===== config.mk =====
export PLATFORM = sky130hd
export DESIGN_NAME = sip_mul
export DESIGN_NICKNAME = d
export VERILOG_FILES = /design/src/rtl/sip_mul.sv
export SDC_FILE = /design/constraint.sdc
export NUM_CORES = 2
export LEC_CHECK = 0
export BUFFER_PORTS_ARGS = -buffer_cell sky130_fd_sc_hd__buf_2
export CAP_MARGIN = 20
export CORE_UTILIZATION = 55
export DETAILED_ROUTE_END_ITERATION = 7
export MAX_ROUTING_LAYER = met4
export PLACE_DENSITY = 0.76
export SETUP_SLACK_MARGIN = 0.05
export SYNTH_ARGS = -nofsm -noshare
export SYNTH_HDL_FRONTEND = slang
export SYNTH_SLANG_ARGS = --single-unit

===== constraint.sdc =====
create_clock -name clk -period 12.88 [get_ports clk]
set_input_delay 0 -clock clk [delete_from_list [all_inputs] [get_ports clk]]
set_output_delay 0 -clock clk [all_outputs]
set_load 0.1 [all_outputs]

===== src/rtl/sip_mul.sv =====
`default_nettype none

// Signed multiplier, three stages: magnitudes, partial products of 16-bit slices, sum and sign.
module sip_mul #(
    parameter int WA = 33,
    parameter int WB = 33,
    parameter int TW = 1
) (
    input  logic                      clk,
    input  logic                      rst_n,
    input  logic                      in_valid,
    input  logic signed [WA-1:0]      a,
    input  logic signed [WB-1:0]      b,
    input  logic [TW-1:0]             tag,
    output logic                      out_valid,
    output logic signed [WA+WB-1:0]   p,
    output logic [TW-1:0]             out_tag
);

    localparam int CH = 16;
    localparam int NC = (WB + CH - 1) / CH;
    localparam int BP = NC * CH;
    localparam int PW = WA + CH;
    localparam int SW = WA + BP;

    logic [WA-1:0] ma_next, ma_reg;
    logic [WB-1:0] mb_mag;
    logic [BP-1:0] mb_reg;
    logic          neg_a_reg, neg_b_reg;
    logic [PW-1:0] pp_reg [NC];
    logic [TW-1:0] tag_a_reg, tag_b_reg, tag_c_reg;
    logic [2:0]    v_reg;
    logic [SW-1:0] sum;
    logic [WA+WB-1:0] p_next, p_reg;

    always_comb
    begin
        ma_next = a[WA-1] ? (~a + 1'b1) : a;
        mb_mag  = b[WB-1] ? (~b + 1'b1) : b;
    end

    always_comb
    begin
        sum = '0;
        for (int i = 0; i < NC; i++)
        begin
            sum = sum + (SW'(pp_reg[i]) << (i * CH));
        end
        p_next = neg_b_reg ? (~sum[WA+WB-1:0] + 1'b1) : sum[WA+WB-1:0];
    end

    always_ff @(posedge clk)
    begin
        ma_reg    <= ma_next;
        mb_reg    <= BP'(mb_mag);
        neg_a_reg <= a[WA-1] ^ b[WB-1];
        tag_a_reg <= tag;
        for (int i = 0; i < NC; i++)
        begin
            pp_reg[i] <= PW'(ma_reg * mb_reg[i*CH +: CH]);
        end
        neg_b_reg <= neg_a_reg;
        tag_b_reg <= tag_a_reg;
        p_reg     <= p_next;
        tag_c_reg <= tag_b_reg;
    end

    always_ff @(posedge clk or negedge rst_n)
    begin
        if (!rst_n)
        begin
            v_reg <= '0;
        end
        else
        begin
            v_reg <= {v_reg[1:0], in_valid};
        end
    end

    assign out_valid = v_reg[2];
    assign p         = p_reg;
    assign out_tag   = tag_c_reg;

endmodule

`default_nettype wire


# Yosys cells after proc, flatten, opt, wreduce, memory -nomap -nowiden

Memory sizes are Yosys's and may differ from the RTL's.
Index checks and enable logic that the tools add are counted.

Register bits: 140
RAM bits: 147
Input port bits: 70
Output and inout port bits: 68
Word-level logic and storage cells: 27
Memories: 1

Memories:

| name   | words | bits a word | rd ports | clocked after Yosys merged registers in | wr ports | line | RTL |
|---|---|---|---|---|---|---|---|
| pp_reg | 3     | 49          | 3        | 0                                       | 3        | 30   | `logic [PW-1:0] pp_reg [NC];` |

$add $sub $neg: 5
$mul: 3
Mux-type cells: 3
Bitwise gates (word level): 4

Operator list:

| kind                  | number |
|---|---|
| $mul 33x16->49        | 2 |
| $add 33x1->33 const B | 2 |
| $add 49x65->66        | 1 |
| $add 66x1->66 const B | 1 |
| $add 66x66->66        | 1 |
| $mux 66               | 1 |
| $not 33->33           | 2 |
| $not 66->66           | 1 |
| $mux 32               | 2 |
| $mul 33x1->34         | 1 |
| $xor 1x1->1           | 1 |

# Longest topological paths before layout

An unclocked memory read counts as a cell.

Depth after elaboration: 6
Mapped depth: 26
Depth with buffers taken out: 24

# Worst setup path after synthesis

OpenSTA, ideal clock, no wires.

Path kind: reg2reg
From: register mb_reg[7]
To: memory pp_reg[0][47] (netlist name)
Setup time: 0.065 ns
Arrival: 6.747 ns
Required time: 12.815 ns
Slack: 6.068 ns
Stages on the path, launching flop included: 26
Path buffers: 1
Period minus slack after synthesis: 6.812 ns
Cell sequence: dfxtp_1 > clkbuf_1 > nand2_1 > fa_1 > inv_1 > fa_1 > inv_1 > fa_1 > inv_1 > fa_1 > fa_1 > inv_1 > fa_1 > inv_1 > ha_1 > a21o_1 > a21o_1 > a31oi_1 > nand2_1 > o22ai_1 > o21ai_1 > a221o_1 > a221oi_1 > o31ai_1 > or4b_1 > nand4b_1

RTL lines:

| what                   | line | RTL |
|---|---|---|
| from (decl)            | 28   | `logic [BP-1:0] mb_reg;` |
| from (signal assigned) | 55   | `mb_reg <= BP'(mb_mag);` |
| to (decl)              | 30   |  |

==> results.toml <==
[place]
dp_slack_ns = 4.95
gp_congestion = 0.942
hpwl_mm = 89.2
portBuffers = 137

[yosys]
yosys-top-cells-count = "934 x inv_1, 882 x fa_1, 774 x nand2_1"
ys_seq_area_frac = 0.120
netlist_instances = 5086
synth_top_flop_cell = "dfxtp_1"
synth_cell_types = 86
synthArstFlopShare = 0.0111
synth_area_leaders = "fa_1 39%, dfxtp_1 12%, ha_1 9.0%, inv_1 7.7%, and2_1 6.6%"
ys_warn_count = 0
ys_seq_elements = 271
avgSynthCellArea_um2 = 8.93
synth-edff-count = 0
synth_top_area_frac = 0.389
netlist_area_um2 = 45400
yosysMostFrequentCell = "inv_1"
synth_fp_nets = 6363
synth_top_cell_by_area = "fa_1"

[worst_setup_path]
cp.required_ns = 13.45
rr_worst_depth = 25
endpoint_kind = "flop"
cp-start-kind = "flop"
crit_fanout = 22
arrival_ns = 8.61
worstSetupPathType = "flop to flop"

[min_path]
hold_class = "input pin to flop"
holdPathStages = 2

[routing]
drt_wl_total_mm = 121
drt_iter0_drc = 2405
post-route-drc-count = 0
ant_nets = 0
post_drt_wl_per_cell_um = 19.2
viasPerCell = 5.64
dr.pass1.iters = 5
dr_total_vias = 35500

[floorplan]
dieArea_um2 = 83800
die_w_um = 289
io_pins = 138
core_um2 = 81800
initial_utilization = 0.555
die_y_um = 289
core.rowCount = 105

[final_layout]
area_delta_synth_final_pct = 8.55
drive_gt1_frac = 0.0570
nets = 6463
largest_reg_flops = 131
postLayoutCoreUtil = 0.603

[grt]
grt_start_max_net_pins = 68
track_usage = 0.311
grt_pass1_wl_mm = 199
grt_pass1_vias = 38200
grt-ovfl-total = 0
grt_antenna_before_repair = 6

[timing]
finalMaxSlewViolations = 0
hold_ws_ns = 0.0494
finalSetupViolCount = 0
rsz0062_at_grt = "no"
finalCritPeriodShare = 0.624
skew_ns = 0.0350
hold_violations = 0
final.setup.tns_ns = 0
slew_headroom = 0.334
fmax_mhz = 124
fin_crit_ns = 8.04
worst_slew_pin_slew_ns = 0.998
timing.final.ws_setup_ns = 4.84

[clocking]
insertion_delay_ns = 0.63
cts_buffer_depth = 3
numCtsBuffers = 31
clockRootBuffer = "clkbuf_16"
path_clk_slew_ns = 0.07
htreeDepth = 1
cts_tree = "yes"
clock_sinks = 271

[status]
status = "finished clean"

[job]
maxCapViolCount = 0
## placed cells by master (no fill, tap or decap), types with 19 or more instances in the layout
master,synthesis,routed
clkbuf_16,0,31
o21a_1,21,21
buf_4,0,65
buf_2,1,137
nand3_1,37,37
xor2_1,56,56
o21bai_1,19,19
o31ai_1,41,41
o21ai_1,23,23
a21oi_1,126,126
inv_1,934,934
xnor2_1,187,187
nor2_1,107,107
ha_1,325,325
dlygate4sd3_1,0,125
and2_1,479,479
a31oi_1,24,24
fa_1,882,882
a21o_1,76,76
nand2_1,774,774
dfxtp_1,268,259
nand4_1,40,40
o21ai_0,111,111
nor3_1,24,24
nand2b_1,30,30
## critical path, cell delays in order, from the launching register on
cell	delay, ns
dfxtp_1	0.60
buf_4	0.37
nand2_1	0.13
fa_1	0.55
inv_1	0.05
fa_1	0.50
inv_1	0.06
fa_1	0.53
inv_1	0.05
fa_1	0.45
fa_1	0.49
inv_1	0.05
fa_1	0.47
inv_1	0.04
ha_1	0.34
a21o_1	0.21
a21o_1	0.18
a31oi_1	0.22
nand2_1	0.08
o22ai_1	0.56
o21ai_1	0.26
a221o_1	0.41
a221oi_1	0.54
o31ai_1	0.22
or4b_1	0.50
nand4b_1	0.10
## cell type report
class / count / area (um2)
Inverter: 935 / 3510
Sequential cell: 271 / 5450
Antenna cell: 6 / 15.0
Timing Repair Buffer: 329 / 2460
Clock inverter: 14 / 170
Fill cell: 6900 / 32500
Clock buffer: 43 / 891
Tap cell: 1070 / 1340
Multi-Input combinational cell: 3618 / 35500
## timing repair
item | in CTS | in global routing
gates resized for setup | 0 | 0
buffers inserted | 0 | 0
hold buffers | 125 | 0
setup endpoints to repair | 0 | 0
hold endpoints to repair | 72 | 0
## worst paths after layout
path	slack (ns)	start	endpoint
worst min-delay path	0.05	in_valid	v_reg[0]$_DFF_PN0_
max in group asynchronous	12.48	rst_n	v_reg[2]$_DFF_PN0_
worst min register to register	0.33	neg_a_reg$_DFF_P_	neg_b_reg$_DFF_P_
worst max-delay path	4.84	ma_reg[7]$_DFF_P_	pp_reg[0][47]$_DFF_P_
worst max register to register	4.84	ma_reg[7]$_DFF_P_	pp_reg[0][47]$_DFF_P_
min in group asynchronous	0.26	rst_n	v_reg[1]$_DFF_PN0_
## kinds of logic (layout without fill, tap and decap cells)
| logic type | Yosys count | count (layout) | share of synthesized area |
|---|---|---|---|
| simple gates | 1603 | 1603 | 0.174 |
| buf+inv | 1197 | 1321 | 0.0993 |
| other cells | 0 | 6 | 0 |
| fa+ha+maj | 1207 | 1207 | 0.478 |
| mux | 6 | 6 | 0.00135 |
| xor+xnor | 243 | 243 | 0.0468 |
| compound gates | 559 | 559 | 0.0812 |
| flops | 271 | 271 | 0.120 |
## per-layer routing
layer	vias up	routed length, um	global-route usage
met5	-	0	-
met4	0	6120	0.143
met3	373	8240	0.0415
met2	1334	59400	0.528
met1	17900	46800	0.367
li1	15800	-	-
## through the flow
stage	cell area, um2	std cells
after floorplan	45400	5086
after global placement	47000	6096
after detailed placement	47000	6098
after CTS	49300	6280
after global routing	49300	6286
final	49300	6286
Power is left out: the tool's default activity adds up to more than one toggle a clock period on the data nets, which glitch-free logic cannot reach.
